File: config.mk
export PLATFORM = sky130hd
export DESIGN_NAME = fcf_front_flat
export DESIGN_NICKNAME = d
export VERILOG_FILES = /design/src/design/fcf_pkg.sv /design/src/design/fcf_if.sv /design/src/design/fcf_front.sv /design/src/flat_wrapper.sv
export SDC_FILE = /design/constraint.sdc
export NUM_CORES = 1
export LEC_CHECK = 0
export BUFFER_PORTS_ARGS = -buffer_cell sky130_fd_sc_hd__buf_2
export CAP_MARGIN = 40
export CORE_UTILIZATION = 46
export DETAILED_ROUTE_END_ITERATION = 16
export GPL_ROUTABILITY_DRIVEN = 0
export HOLD_SLACK_MARGIN = 0.15
export PLACE_DENSITY = 0.81
export SYNTH_ARGS = -nofsm -noshare
export SYNTH_HDL_FRONTEND = slang
export SYNTH_SLANG_ARGS = --single-unit
export TNS_END_PERCENT = 1
File: constraint.sdc
create_clock -name clk -period 2.7 [get_ports clk]
set_clock_uncertainty 0.1 [all_clocks]
set_input_delay 0.54 -clock clk [delete_from_list [all_inputs] [get_ports clk]]
set_output_delay 0.54 -clock clk [all_outputs]
set_load 0.03 [all_outputs]
File: src/design/fcf_pkg.sv
// Package for the drop-tail queue with congestion feedback.
// Types, sizes and codes shared by the front, back, config and checker files.
// No dependencies.
package fcf_pkg;

	localparam int DEPTH    = 256;
	localparam int TAG_BITS = 16;
	localparam int PTR_W    = $clog2(DEPTH);
	localparam int CNT_W    = $clog2(DEPTH + 1);
	localparam int LIM_W    = 9;
	localparam int PCT_W    = 7;
	localparam int BYTES_W  = 16;
	localparam int PROD_W   = 16;
	localparam int ADDR_W   = 3;

	localparam logic [BYTES_W-1:0] FB_BYTES    = 16'd20;
	localparam logic [PCT_W-1:0]   PCT_FULL    = 7'd100;
	localparam logic [LIM_W-1:0]   LIMIT_RST   = 9'd256;
	localparam logic [PCT_W-1:0]   RELEASE_RST = 7'd85;

	localparam logic REG_LIMIT   = 1'b0;
	localparam logic REG_RELEASE = 1'b1;

	typedef enum logic [1:0] {
		OUT_QUEUED  = 2'd0,
		OUT_DROPPED = 2'd1,
		OUT_SENT    = 2'd2,
		OUT_EMPTY   = 2'd3
	} outcome_t;

	typedef struct packed {
		logic                is_send;
		logic [TAG_BITS-1:0] tag;
		logic [BYTES_W-1:0]  bytes;
	} cmd_t;

	typedef struct packed {
		logic                is_fb;
		logic                cong;
		logic [TAG_BITS-1:0] tag;
		logic [BYTES_W-1:0]  bytes;
	} entry_t;

	typedef enum logic [4:0] {
		ST_IDLE = 5'b00001,
		ST_ON   = 5'b00010,
		ST_APP  = 5'b00100,
		ST_RD   = 5'b01000,
		ST_REL  = 5'b10000
	} state_t;

endpackage

File: src/design/fcf_if.sv
// Request and result channel interfaces: valid/ready plus payload.
// Depends on fcf_pkg.
interface fcf_req_if;
	logic                         valid;
	logic                         ready;
	logic                         req_type;
	logic [fcf_pkg::TAG_BITS-1:0] pkt_tag;
	logic [fcf_pkg::BYTES_W-1:0]  pkt_bytes;

	modport source(output valid, req_type, pkt_tag, pkt_bytes, input ready);
	modport sink(input valid, req_type, pkt_tag, pkt_bytes, output ready);
endinterface


File: src/design/fcf_front.sv
// Front end: takes request words, classifies them and holds them in a
// two-entry queue for the back end. Depends on fcf_pkg and fcf_if.
module fcf_front (
	input  logic          clk,
	input  logic          arst_n,
	fcf_req_if.sink       req,
	output logic          cmd_valid,
	input  logic          cmd_ready,
	output fcf_pkg::cmd_t cmd
);

	fcf_pkg::cmd_t slot_q [2];
	logic          wptr_q;
	logic          rptr_q;
	logic [1:0]    used_q;
	logic          push;
	logic          pop;
	fcf_pkg::cmd_t in_cmd;

	assign req.ready = (used_q != 2'd2);
	assign push      = req.valid & req.ready;
	assign cmd_valid = (used_q != 2'd0);
	assign pop       = cmd_valid & cmd_ready;
	assign cmd       = slot_q[rptr_q];

	always_comb begin
		in_cmd.is_send = req.req_type;
		in_cmd.tag     = req.pkt_tag;
		in_cmd.bytes   = req.pkt_bytes;
	end

	always_ff @(posedge clk) begin
		if (push) begin
			slot_q[wptr_q] <= in_cmd;
		end
	end

	always_ff @(posedge clk or negedge arst_n) begin
		if (!arst_n) begin
			wptr_q <= 1'b0;
			rptr_q <= 1'b0;
			used_q <= 2'd0;
		end else begin
			if (push) begin
				wptr_q <= ~wptr_q;
			end
			if (pop) begin
				rptr_q <= ~rptr_q;
			end
			case ({push, pop})
				2'b10:   used_q <= used_q + 2'd1;
				2'b01:   used_q <= used_q - 2'd1;
				default: used_q <= used_q;
			endcase
		end
	end

endmodule

File: src/flat_wrapper.sv
// flat-port wrapper written by rule: the top's interface ports become plain ports
module fcf_front_flat 
  (clk, arst_n, cmd_valid, cmd_ready, cmd, req_valid, req_req_type, req_pkt_tag, req_pkt_bytes, req_ready);
  fcf_req_if req_i ();
  input  logic clk;
  input  logic arst_n;
  output logic cmd_valid;
  input  logic cmd_ready;
  output fcf_pkg::cmd_t cmd;
  input wire logic [$bits(req_i.valid)-1:0] req_valid;
  input wire logic [$bits(req_i.req_type)-1:0] req_req_type;
  input wire logic [$bits(req_i.pkt_tag)-1:0] req_pkt_tag;
  input wire logic [$bits(req_i.pkt_bytes)-1:0] req_pkt_bytes;
  output wire logic [$bits(req_i.ready)-1:0] req_ready;
  assign req_i.valid = req_valid;
  assign req_i.req_type = req_req_type;
  assign req_i.pkt_tag = req_pkt_tag;
  assign req_i.pkt_bytes = req_pkt_bytes;
  assign req_ready = req_i.ready;
  fcf_front u_core (.clk(clk), .arst_n(arst_n), .req(req_i), .cmd_valid(cmd_valid), .cmd_ready(cmd_ready), .cmd(cmd));
endmodule
==> flow_summary_export.csv <==
group,metric,value,unit
floorplan,dieArea,5943,um2
power,p_sw,1.340,mW
setup_path,worstPathCellList,"buf_4, mux2_2, buf_2",
sta,slew_headroom,68.64,%
routing,drc,0,
routing,wire_per_inst,15.14,um
power,peakVddDrop,0.0007533,V
sta,tightest_slew,469.3,ps
synthesis,postSynthAreaPerCell,21.61,um2
cells_and_area,fillCellCount,429,
routing,initialDrtViolationCount,82,
setup_path,crit_family,"buffers and inverters",
synthesis,syn-instance-count,120,
floorplan,dieWidth,77.09,um
sta,max_freq,456.3,MHz
floorplan,num_rows,26,
routing,firstDrtPassIters,2,
clock_tree,cts_root_buffer,"clkbuf_8",
power,swShare,36.61,%
clock_tree,cts_tree,"yes",
routing,vias,1319,
floorplan,core-area,5270,um2
power,internal-power,2.320,mW
power,p_per_area,1141,nW/um2
placement,dp.final_hpwl,2832,um
routing,routed_wl,4208,um
cells_and_area,area_delta_synth_final,23.69,%
power,seqPwrFrac,42.8,%
sta,finalHoldViolations,0,
setup_path,cp_data_required_time,2060,ps
routing,ant_nets,0,
setup_path,cpMaxStageDelayCell,"mux2_2",
sta,post-route-period-util,81.17,%
routing,vias_per_cell,4.745,
synthesis,ys_seq_elements,70,
synthesis,synth.distinct_cells,14,
placement,port_buffers,71,
clock_tree,cts_buffers,9,
power,comb_power_share,38.9,%
sta,drv_slew,0,
clock_tree,clk_pin_slew,70,ps
synthesis,netlist_area,2594,um2
global_route,grt-ovfl-total,0,
sta,setup_viol_count_final,0,
cells_and_area,final_layout_size_suffix_gt1_share,57.69,%
setup_path,critPathKind,"reg -> out",
sta,fin_setup_tns,0,ps
global_route,grt_pass1_wl,6651,um
setup_path,worstSetupStartpointType,"flip-flop",
clock_tree,worstSkewPairLatency,320,ps
global_route,first_global_vias,1386,
job,maxCapViolCount,0,
setup_path,critPathArrivalTime,1550,ps
floorplan,pin_count,72,
setup_path,path_buf_inv,2,
setup_path,critPathMaxStageDelay,390,ps
clock_tree,cts_setup_buffers,0,
cells_and_area,diodes,0,
worst_hold_path,hold_class,"in -> reg",
setup_path,end_kind,"output port",
cells_and_area,nets,241,
clock_tree,clockBufferDepth,2,
floorplan,start_util,49.22,%
power,leakagePower,1.218,nW
clock_tree,clock-sinks,70,
synthesis,ys_seq_area_share,80.27,%
global_route,grt_start_max_net_pins,34,
run_status,status,"finished clean",
sta,min_period,2192,ps
power,pwr-share-clk,18.2,%
global_route,antenna_found_initial,0,
clock_tree,h-tree-depth,3,
sta,rsz0062_at_grt,"false",
floorplan,dieHeight,77.09,um
setup_path,crit_fanout,24,
synthesis,synth_nets,158,
global_route,grt.total_usage,15.79,%
sta,holdWs,298.6,ps
synthesis,yosysWarnings,0,
==> repair_timing <==
action	in CTS	in global routing
resized for setup	0	0
endpoints found under the hold margin	4	0
hold buffers	1	0
==> worst reg2reg max path, cell delays in order (launching register included) <==
cell,delay (ps)
dfrtp_1,420
nand2b_1,170
nand2_1,150
nor2_4,410
buf_12,240
==> logic make-up (layout without fill, tap and decap cells) <==
logic type | count (synthesis) | count (layout) | synth area share (%)
muxes | 33 | 33 | 14.33
and+or+nand+nor | 7 | 7 | 1.496
buffers and inverters | 4 | 92 | 1.736
xor gates and xnor gates | 5 | 5 | 1.689
DFF | 70 | 70 | 80.27
adders and majority gates | 1 | 1 | 0.4823
==> power groups by stage <==
stage	sequential [mW]	clock (mW)	combinational, mW
floorplan	1.57	0	1.11
finish	1.57	0.668	1.42
CTS	1.57	0.691	1.44
global route	1.59	0.735	1.51
global placement	1.58	0	1.42
detailed placement	1.59	0	1.44
==> layer usage <==
metal,track usage (%),vias to the layer above,routed length [um]
li1,-,635,-
met1,17.78,634,1705
met2,26.07,41,2234
met3,4.048,9,166
met4,11.32,0,101
met5,0,-,0
==> path summary, 6_finish.rpt <==
check	startpoint	to	cells after the start	slack [ps]
min in group asynchronous	arst_n	u_core.wptr_q	2	450
worst max-delay path	u_core.rptr_q	cmd[1]	3	510
worst min-delay path	req_pkt_bytes[15]	u_core.slot_q[0][15]	1	300
worst max register to register	u_core.used_q[0]	u_core.slot_q[0][23]	4	920
max in group asynchronous	arst_n	u_core.rptr_q	2	1930
worst min register to register	u_core.used_q[1]	u_core.used_q[1]	1	420
==> through the flow <==
stage	cells	power, mW	utilization [%]	worst slack [ps]	area, um2
CTS	278	3.705	60.87	472.6	3208
detailed placement	261	3.031	57.72	840.9	3042
global placement	261	2.996	57.72	859.6	3042
finish	278	3.660	60.87	508.3	3208
floorplan	120	2.671	-	422.7	2596
global route	278	3.836	60.87	433.2	3208
==> cells in the final DEF (no fill, tap or decap), drive strengths merged, types with 2 or more instances in the layout <==
cell,n
xor2,2
buf,75
nor2,2
clkbuf,10
edfxtp,66
clkinv,5
dfrtp,4
xnor2,3
mux2,33
==> Yosys cell counts <==
cell,n,area (um2)
nor2_1,2,7.510
buf_6,4,45.04
mux2_2,31,349.1
nand2_1,1,3.750
xor2_1,2,17.52
and3_1,1,6.260
or2_1,1,6.260
xnor2_1,3,26.28
and2_4,1,8.760
ha_1,1,12.51
edfxtp_1,66,1982
mux2_1,2,22.52
dfrtp_1,4,100.1
nand2b_1,1,6.260
==> sequential cells by signal (all words and copies together) (netlist names) <==
signal	count
u_core.rptr_q	1
u_core.slot_q	66
u_core.used_q	2
u_core.wptr_q	1
==> cell type report <==
type / count / area [um2] / area share, %
flip-flops and latches: 70 / 2082 / 64.90
clock buffers: 10 / 127.6 / 3.978
multi-input cells: 46 / 474.2 / 14.78
clock inverters: 6 / 28.78 / 0.8970
repair buffers: 76 / 407.9 / 12.71
well taps: 70 / 87.58 / 2.730
(Power assumes the default switching activity.)
