`config.mk`:
```
export PLATFORM = sky130hd
export DESIGN_NAME = fcf_cfg
export DESIGN_NICKNAME = d
export VERILOG_FILES = /design/src/design/fcf_pkg.sv /design/src/design/fcf_cfg.sv
export SDC_FILE = /design/constraint.sdc
export NUM_CORES = 1
export LEC_CHECK = 0
export CAP_MARGIN = 20
export CORE_MARGIN = 4
export CORE_UTILIZATION = 54
export DETAILED_ROUTE_END_ITERATION = 16
export DONT_BUFFER_PORTS = 1
export GPL_ROUTABILITY_DRIVEN = 1
export PLACE_DENSITY = 0.69
export SLEW_MARGIN = 0
export SYNTH_ARGS = -nofsm -noshare
export SYNTH_HDL_FRONTEND = slang
export SYNTH_SLANG_ARGS = --single-unit
export TNS_END_PERCENT = 30
```
`constraint.sdc`:
```
create_clock -name clk -period 0.8 [get_ports clk]
set_input_delay 0.16 -clock clk [delete_from_list [all_inputs] [get_ports clk]]
set_output_delay 0.16 -clock clk [all_outputs]
set_load 0.01 [all_outputs]
```
`src/design/fcf_pkg.sv`:
```
// Package for the drop-tail queue with congestion feedback.
// Types, sizes and codes shared by the front, back, config and checker files.
// No dependencies.
package fcf_pkg;

	localparam int DEPTH    = 256;
	localparam int TAG_BITS = 16;
	localparam int PTR_W    = $clog2(DEPTH);
	localparam int CNT_W    = $clog2(DEPTH + 1);
	localparam int LIM_W    = 9;
	localparam int PCT_W    = 7;
	localparam int BYTES_W  = 16;
	localparam int PROD_W   = 16;
	localparam int ADDR_W   = 3;

	localparam logic [BYTES_W-1:0] FB_BYTES    = 16'd20;
	localparam logic [PCT_W-1:0]   PCT_FULL    = 7'd100;
	localparam logic [LIM_W-1:0]   LIMIT_RST   = 9'd256;
	localparam logic [PCT_W-1:0]   RELEASE_RST = 7'd85;

	localparam logic REG_LIMIT   = 1'b0;
	localparam logic REG_RELEASE = 1'b1;

	typedef enum logic [1:0] {
		OUT_QUEUED  = 2'd0,
		OUT_DROPPED = 2'd1,
		OUT_SENT    = 2'd2,
		OUT_EMPTY   = 2'd3
	} outcome_t;

	typedef struct packed {
		logic                is_send;
		logic [TAG_BITS-1:0] tag;
		logic [BYTES_W-1:0]  bytes;
	} cmd_t;

	typedef struct packed {
		logic                is_fb;
		logic                cong;
		logic [TAG_BITS-1:0] tag;
		logic [BYTES_W-1:0]  bytes;
	} entry_t;

	typedef enum logic [4:0] {
		ST_IDLE = 5'b00001,
		ST_ON   = 5'b00010,
		ST_APP  = 5'b00100,
		ST_RD   = 5'b01000,
		ST_REL  = 5'b10000
	} state_t;

endpackage

```
`src/design/fcf_cfg.sv`:
```
// APB-style register block: buffer limit and release percentage.
// Depends on fcf_pkg.
module fcf_cfg (
	input  logic                       clk,
	input  logic                       arst_n,
	input  logic                       psel,
	input  logic                       penable,
	input  logic                       pwrite,
	input  logic [fcf_pkg::ADDR_W-1:0] paddr,
	input  logic [31:0]                pwdata,
	output logic [31:0]                prdata,
	output logic                       pready,
	output logic [fcf_pkg::LIM_W-1:0]  limit,
	output logic [fcf_pkg::PCT_W-1:0]  release_pct
);

	logic [fcf_pkg::LIM_W-1:0] limit_q;
	logic [fcf_pkg::PCT_W-1:0] release_q;
	logic                      wr;

	assign pready = 1'b1;
	assign wr     = psel & penable & pwrite;

	always_ff @(posedge clk or negedge arst_n) begin
		if (!arst_n) begin
			limit_q   <= fcf_pkg::LIMIT_RST;
			release_q <= fcf_pkg::RELEASE_RST;
		end else if (wr) begin
			if (paddr[2] == fcf_pkg::REG_LIMIT) begin
				limit_q <= pwdata[fcf_pkg::LIM_W-1:0];
			end else begin
				release_q <= pwdata[fcf_pkg::PCT_W-1:0];
			end
		end
	end

	always_comb begin
		if (paddr[2] == fcf_pkg::REG_LIMIT) begin
			prdata = {{(32 - fcf_pkg::LIM_W){1'b0}}, limit_q};
		end else begin
			prdata = {{(32 - fcf_pkg::PCT_W){1'b0}}, release_q};
		end
	end

	assign limit       = limit_q;
	assign release_pct = release_q;

endmodule

```
==> metrics.md, run 1 <==
| Metric | Value |
|---|---|
| Post-Route Hold Slack | -0.03073 ns |
| Commonest cells after routing, fill and taps aside | 24 x conb_1, 19 x buf_6, 13 x mux2_4 |
| Peak per-stage delay on the critical path | 0.55 ns |
| Required @ worst endpoint | 0.64 ns |
| Detailed placer's ending HPWL | 1252 um |
| Yosys warning count | 0 |
| Number of endpoints failing setup at the final stage | 29 |
| Ratio of total power to cell area | 2384 nW/um^2 |
| Skew-Pair Late Insertion Delay | 0.29 ns |
| Overflow after GRT | 0 |
| Via count normalized by instance count | 4.846 |
| First-pass iteration count of the detailed router | 2 |
| Maximum Capacitance Violations | 0 |
| Worst Path Class, Setup | reg2out |
| Global-route wire length before repair | 2580 um |
| Final period demand of the worst path | approximately 1.2 ns |
| Utilization after layout | 79.21% |
| Slew HR | 53.72% |
| Unrepaired setup endpoints after global routing | yes |
| Via count | between 500 and 600 |
| Largest net degree at the start of global routing | 17 |
| Cell row count | 14 |
| Post-synthesis cell type count | 8 |
| Period Utilization, post-route | 147.6% |
| CTS tree | built |
| Worst setup skew after layout | 0 ns |
| Vias in the first global route | between 500 and 600 |
| Slew of the pin with the lowest slew margin | slightly below 0.7 ns |
| Routed wire length | just over 2000 um |
| Cell Chain, Critical Path | and2b_1 |
| Critical-path top delay cell | dfstp_2 |
| Flip-flop and latch count after synthesis | 16 |
| Number of DRC markers in iteration 0 | 1 |
| Cell Count Post-Placement | 101 |
| Area Growth Syn to Fin | 34.10% |
| Worst Setup Slack, final | -0.3807 ns |
| Nets@finish | 142 |
| Startpoint type of the worst setup path | register |
| Final weighted congestion of routability-driven global placement | 0.6403 |
| Initial antenna violation count | 0 |
| Die Ht | 49.30 um |
| Die W | 49.30 um |
| Largest vdd supply drop | 1.766 mV |
| Fraction of layout cells with a size suffix above 1 | 57.43% |
| Clock sinks | 16 |
| H-tree depth reported by CTS | 1 |
| Post-layout total power | between 2 and 3 mW |
| Average wire length per cell after detail routing | 17.30 um |
| Maximum clock frequency | 846.9 MHz |
| Remaining number of nets flagged by the antenna check after routing | 0 |
| Total I/O pin count | 89 |
| Synth Area per Inst | 13.16 um^2 |
| Top delay family on crit path | flip-flops |
| Leakage power figure | 0.6456 nW |
| Post-Syn Area | 920.9 um^2 |
| Die area | 2430 um^2 |
| Placeable Area | 1559 um^2 |
| Port Buffers | 0 |
| Hold/Removal Path Class | in2async |
| Synthesized instance count | 70 |
| Non-filler cells in the finished layout | about 120 |
| Sum of buffers and inverters on the critical path | 0 |
| Root buf cell | clkbuf_4 |
| Clock-pin slew on the worst setup and hold paths | 0.10 ns |
| Sequential-to-total area share from yosys stat | 44.16% |
| CTS max path bufs | 2 |
| Overall Global Routing Usage | 13.84% |
| Starting Density | 59.07% |
| TNS Setup | -8.074 ns |
| Worst setup slack before clock tree synthesis | -0.09445 ns |
| Count of unresolved DRC violations after routing | 0 |
| Result of the run | finished, violations left |
| Data arrival time of the critical path | 1.02 ns |
| Number of buffers created by CTS | 3 |
| Finished layout cell area | 1235 um^2 |
| Post-Place Cell Area | roughly 1000 um^2 |
| Maximum fanout along the worst path | 3 |
| ANT cells | 0 |
| Fin. Hold Viols | 11 |
| Leading cell type in the layout, fill and taps excluded | conb_1 |
| Violations in the final reports | negative hold slack, negative setup slack |
| Max Slew Vio Count | 0 |
| Endpoint kind of the worst setup timing path | primary output |
state kept, by name, summed over array words and instances (netlist names):
name / flops
release_pct: 7
limit: 9
area by class of cell:
type	instances	area, um^2
fillers	98	324.1
flip-flops and latches	16	406.6
well taps	16	20.02
clock buffers	4	36.28
multi-input cells	51	457.9
repair buffers	30	314.1
logic make-up after synthesis:
| group | after synthesis | share of synthesized area, % |
|---|---|---|
| multiplexers | 23 | 28.13 |
| AND/OR/NAND/NOR | 4 | 6.521 |
| other | 2 | 0.8155 |
| flip-flops | 16 | 44.16 |
| buffers and inverters | 25 | 20.38 |
power by group:
| group | switching, mW | total [mW] | internal [mW] |
|---|---|---|---|
| Sequential | 0.154 | 1.18 | 1.03 |
| Clock | 0.261 | 0.538 | 0.277 |
| Combinational | 0.451 | 1.22 | 0.772 |
| Total | 0.866 | 2.94 | 2.08 |
per-layer routing:
metal	vias to the layer above	track usage (%)	wire length [um]
met2	36	24.55	1098
met1	283	14.86	728
met3	0	6.422	197
met4	0	2.844	0
met5	-	0	0
li1	248	-	-
synth_stat cells:
cell type	instances	area, um^2
nand4_4	1	21.27
conb_1	2	7.510
and2b_1	2	15.01
mux2_2	23	259.0
dfrtp_1	11	275.3
buf_4	25	187.7
dfstp_2	5	131.4
nand4b_4	1	23.77
worst paths after layout:
check	startpoint	endpoint	slack, ns	depth (start not counted)
setup / recovery	limit[8]$_DFFE_PN1P_	prdata[8]	-0.38	1
hold / removal	arst_n	release_pct[5]$_DFFE_PN0P_	-0.03	1
setup reg to reg	limit[1]$_DFFE_PN0P_	limit[1]$_DFFE_PN0P_	-0.11	2
hold reg to reg	limit[2]$_DFFE_PN0P_	limit[2]$_DFFE_PN0P_	0.55	1
max in group asynchronous	arst_n	limit[4]$_DFFE_PN0P_	0.39	1
min in group clk	pwdata[5]	release_pct[5]$_DFFE_PN0P_	0.01	1
repair_timing:
action	CTS	global route
pin swaps	0	0
endpoints found under the hold margin	16	5
resized for setup	17	9
hold buffers	1	5
buffers inserted	3	3
setup endpoints to repair	25	49
(Power assumes the default switching activity.)
==> run 2, diff against run 1 <==
--- a/config.mk
+++ b/config.mk
@@ -11,7 +11,7 @@
 export DETAILED_ROUTE_END_ITERATION = 16
 export DONT_BUFFER_PORTS = 1
 export GPL_ROUTABILITY_DRIVEN = 1
-export PLACE_DENSITY = 0.69
+export PLACE_DENSITY = 0.78
 export SLEW_MARGIN = 0
 export SYNTH_ARGS = -nofsm -noshare
 export SYNTH_HDL_FRONTEND = slang
==> run 2 against run 1 <==
The run still ends with negative hold slack, negative setup slack left. Maximum frequency is 1.4% lower. Clock power about the same. Hold slack better by 0.0084 ns. Routed wire length fell by 8.3%. Sequential power is essentially flat. Largest power group unchanged. Worst setup slack got worse by 0.016 ns. First-iteration DRC count grew to 8.0 times the previous value. Combinational power hardly changed. Highest routed layer unchanged. Total power decreased by 0.12%. Die area unchanged. Critical path type unchanged. Flip-flop and latch count did not move.
==> metrics.md, run 2 (synthesized netlist as in run 1, its figures left out) <==
| Metric | Value |
|---|---|
| Result of the run | finished, violations left |
| Violations in the final reports | negative hold slack, negative setup slack |
| Via count normalized by instance count | between 4 and 5 |
| Fin. Hold Viols | 11 |
| TNS Setup | -7.885 ns |
| Skew-Pair Late Insertion Delay | approximately 0.28 ns |
| Number of buffers created by CTS | 3 |
| Switch share | 28.91% |
| Hold/Removal Path Class | in2async |
| Slew of the pin with the lowest slew margin | 0.7044 ns |
| CTS tree | built |
| Utilization after layout | 80.74% |
| Crit path depth | 1 |
| Reg-to-reg endpoint | limit[5]$_DFFE_PN0P_ |
| Top delay family on crit path | flip-flops |
| Post-Route Hold Slack | -0.02235 ns |
| Port Buffers | 0 |
| Count of filler cells inserted in the layout | 88 |
| Die area | 2430 um^2 |
| Root buf cell | clkbuf_4 |
| Die W | ~49 um |
| Required @ worst endpoint | 0.64 ns |
| Nets@finish | 145 |
| R2R Path Start | limit[5]$_DFFE_PN0P_ |
| Capture point of the critical path | prdata[6] |
| P_sw | 0.8501 mW |
| Unrepaired setup endpoints after global routing | yes |
| Clock share of power | between 10% and 20% |
| Initial antenna violation count | 0 |
| Number of DRC markers in iteration 0 | 8 |
| Average wire length per cell after detail routing | 15.46 um |
| Leading cell type in the layout, fill and taps excluded | conb_1 |
| H-tree depth reported by CTS | 1 |
| Leakage power figure | approximately 0.66 nW |
| Vias in the first global route | 544 |
| Maximum fanout along the worst path | 3 |
| Maximum Capacitance Violations | 0 |
| Endpoint kind of the worst setup timing path | primary output |
| Number of flip-flops in the largest register | 9 |
| Cell Chain, Critical Path | mux2_4 |
| Via count | 566 |
| Commonest cells after routing, fill and taps aside | 24 x conb_1, 18 x buf_6, 13 x mux2_4 |
| ANT cells | 0 |
| Worst setup skew after layout | 0 ns |
| CTS max path bufs | 2 |
| Worst reg2reg setup slack | -0.08 ns |
| First-pass iteration count of the detailed router | 4 |
| Fraction of layout cells with a size suffix above 1 | 56.73% |
| Cell Count Post-Placement | a little over 100 |
| Post-layout total power | 2.941 mW |
| Remaining number of nets flagged by the antenna check after routing | 0 |
| Area Growth Syn to Fin | 36.69% |
| Slew HR | 53.04% |
| Register cell area after layout | 406.6 um^2 |
| Die Ht | 49.30 um |
| Sum of buffers and inverters on the critical path | 0 |
| Data arrival time of the critical path | 1.04 ns |
| Peak per-stage delay on the critical path | 0.58 ns |
| Global-route wire length before repair | 2718 um |
| Maximum clock frequency | 835.3 MHz |
| Overall Global Routing Usage | 14.63% |
| Starting Density | 59.07% |
| Startpoint type of the worst setup path | register |
| Worst Setup Slack, final | -0.3972 ns |
| Max Slew Vio Count | 0 |
| Internal | between 2 and 2.5 mW |
| Register-to-Register Path Depth | 2 |
| Post-Place Cell Area | 1005 um^2 |
| Largest net degree at the start of global routing | 17 |
| Finished layout cell area | 1259 um^2 |
| Detailed placer's ending HPWL | 1204 um |
| Portion of total power attributed to combinational logic | a little over two fifths |
| Cell row count | 14 |
| Critical-path top delay cell | dfstp_2 |
| Final period demand of the worst path | around 1.2 ns |
| Period Utilization, post-route | 149.7% |
| Clock-pin slew on the worst setup and hold paths | 0.10 ns |
| Placeable Area | 1559 um^2 |
| Worst Path Class, Setup | reg2out |
| Count of unresolved DRC violations after routing | 0 |
| Multi-input combinational cell area | around 460 um^2 |
| Routed wire length | 1855 um |
| Final weighted congestion of routability-driven global placement | approximately 0.66 |
| Clock sinks | 16 |
| Total I/O pin count | 89 |
| Non-filler cells in the finished layout | 120 |
| Critical path launch point | release_pct[6]$_DFFE_PN1P_ |
| Largest vdd supply drop | 1.682 mV |
| Ratio of total power to cell area | 2336 nW/um^2 |
| Overflow after GRT | 0 |
| Number of endpoints failing setup at the final stage | 31 |
| Portion of total power attributed to sequential cells | around two fifths |
| Worst setup slack before clock tree synthesis | -0.08177 ns |
run 2: layout make-up:
class                   count  share of cell area, %
clock buffers               4                  2.883
multi-input cells          51                  36.38
flip-flops and latches     16                  32.31
well taps                  16                  1.590
repair buffers             33                  26.84
run 2: worst min-delay path by stage:
stage	startpoint	to	slack, ns
2_1_floorplan	arst_n	limit[0]$_DFFE_PN0P_	-0.14
3_3_place_gp	arst_n	limit[6]$_DFFE_PN0P_	-0.14
3_5_place_dp	arst_n	limit[6]$_DFFE_PN0P_	-0.14
4_1_cts	pwdata[1]	release_pct[1]$_DFFE_PN0P_	0.007
5_1_grt	arst_n	limit[7]$_DFFE_PN0P_	-0.002
6_report	arst_n	limit[6]$_DFFE_PN0P_	-0.02
run 2: worst register-to-register path, delay by kind of cell (launching register included):
| family | cells | cell delay [ns] |
|---|---|---|
| multiplexers | 1 | 0.25 |
| flip-flops | 1 | 0.40 |
| buffers and inverters | 1 | 0.12 |
run 2: timing repair:
item,in CTS,in global routing
buffers inserted,4,2
resized for setup,17,8
endpoints found under the hold margin,16,11
hold buffers,1,7
setup endpoints to repair,25,49
run 2: power groups by stage:
stage	registers, mW	logic [mW]	clock network (mW)
2_1_floorplan	1.24	0.532	0
3_3_place_gp	1.16	0.872	0
3_5_place_dp	1.17	0.881	0
4_1_cts	1.16	1.11	0.558
5_1_grt	1.20	1.31	0.623
6_report	1.17	1.23	0.535
run 2: routing by layer:
layer	up-vias	track usage (%)	part of all wire, %
li1	256	-	-
met1	274	15.86	37
met2	36	24.78	52
met3	0	7.339	11
met4	0	4.265	0
met5	-	0	0
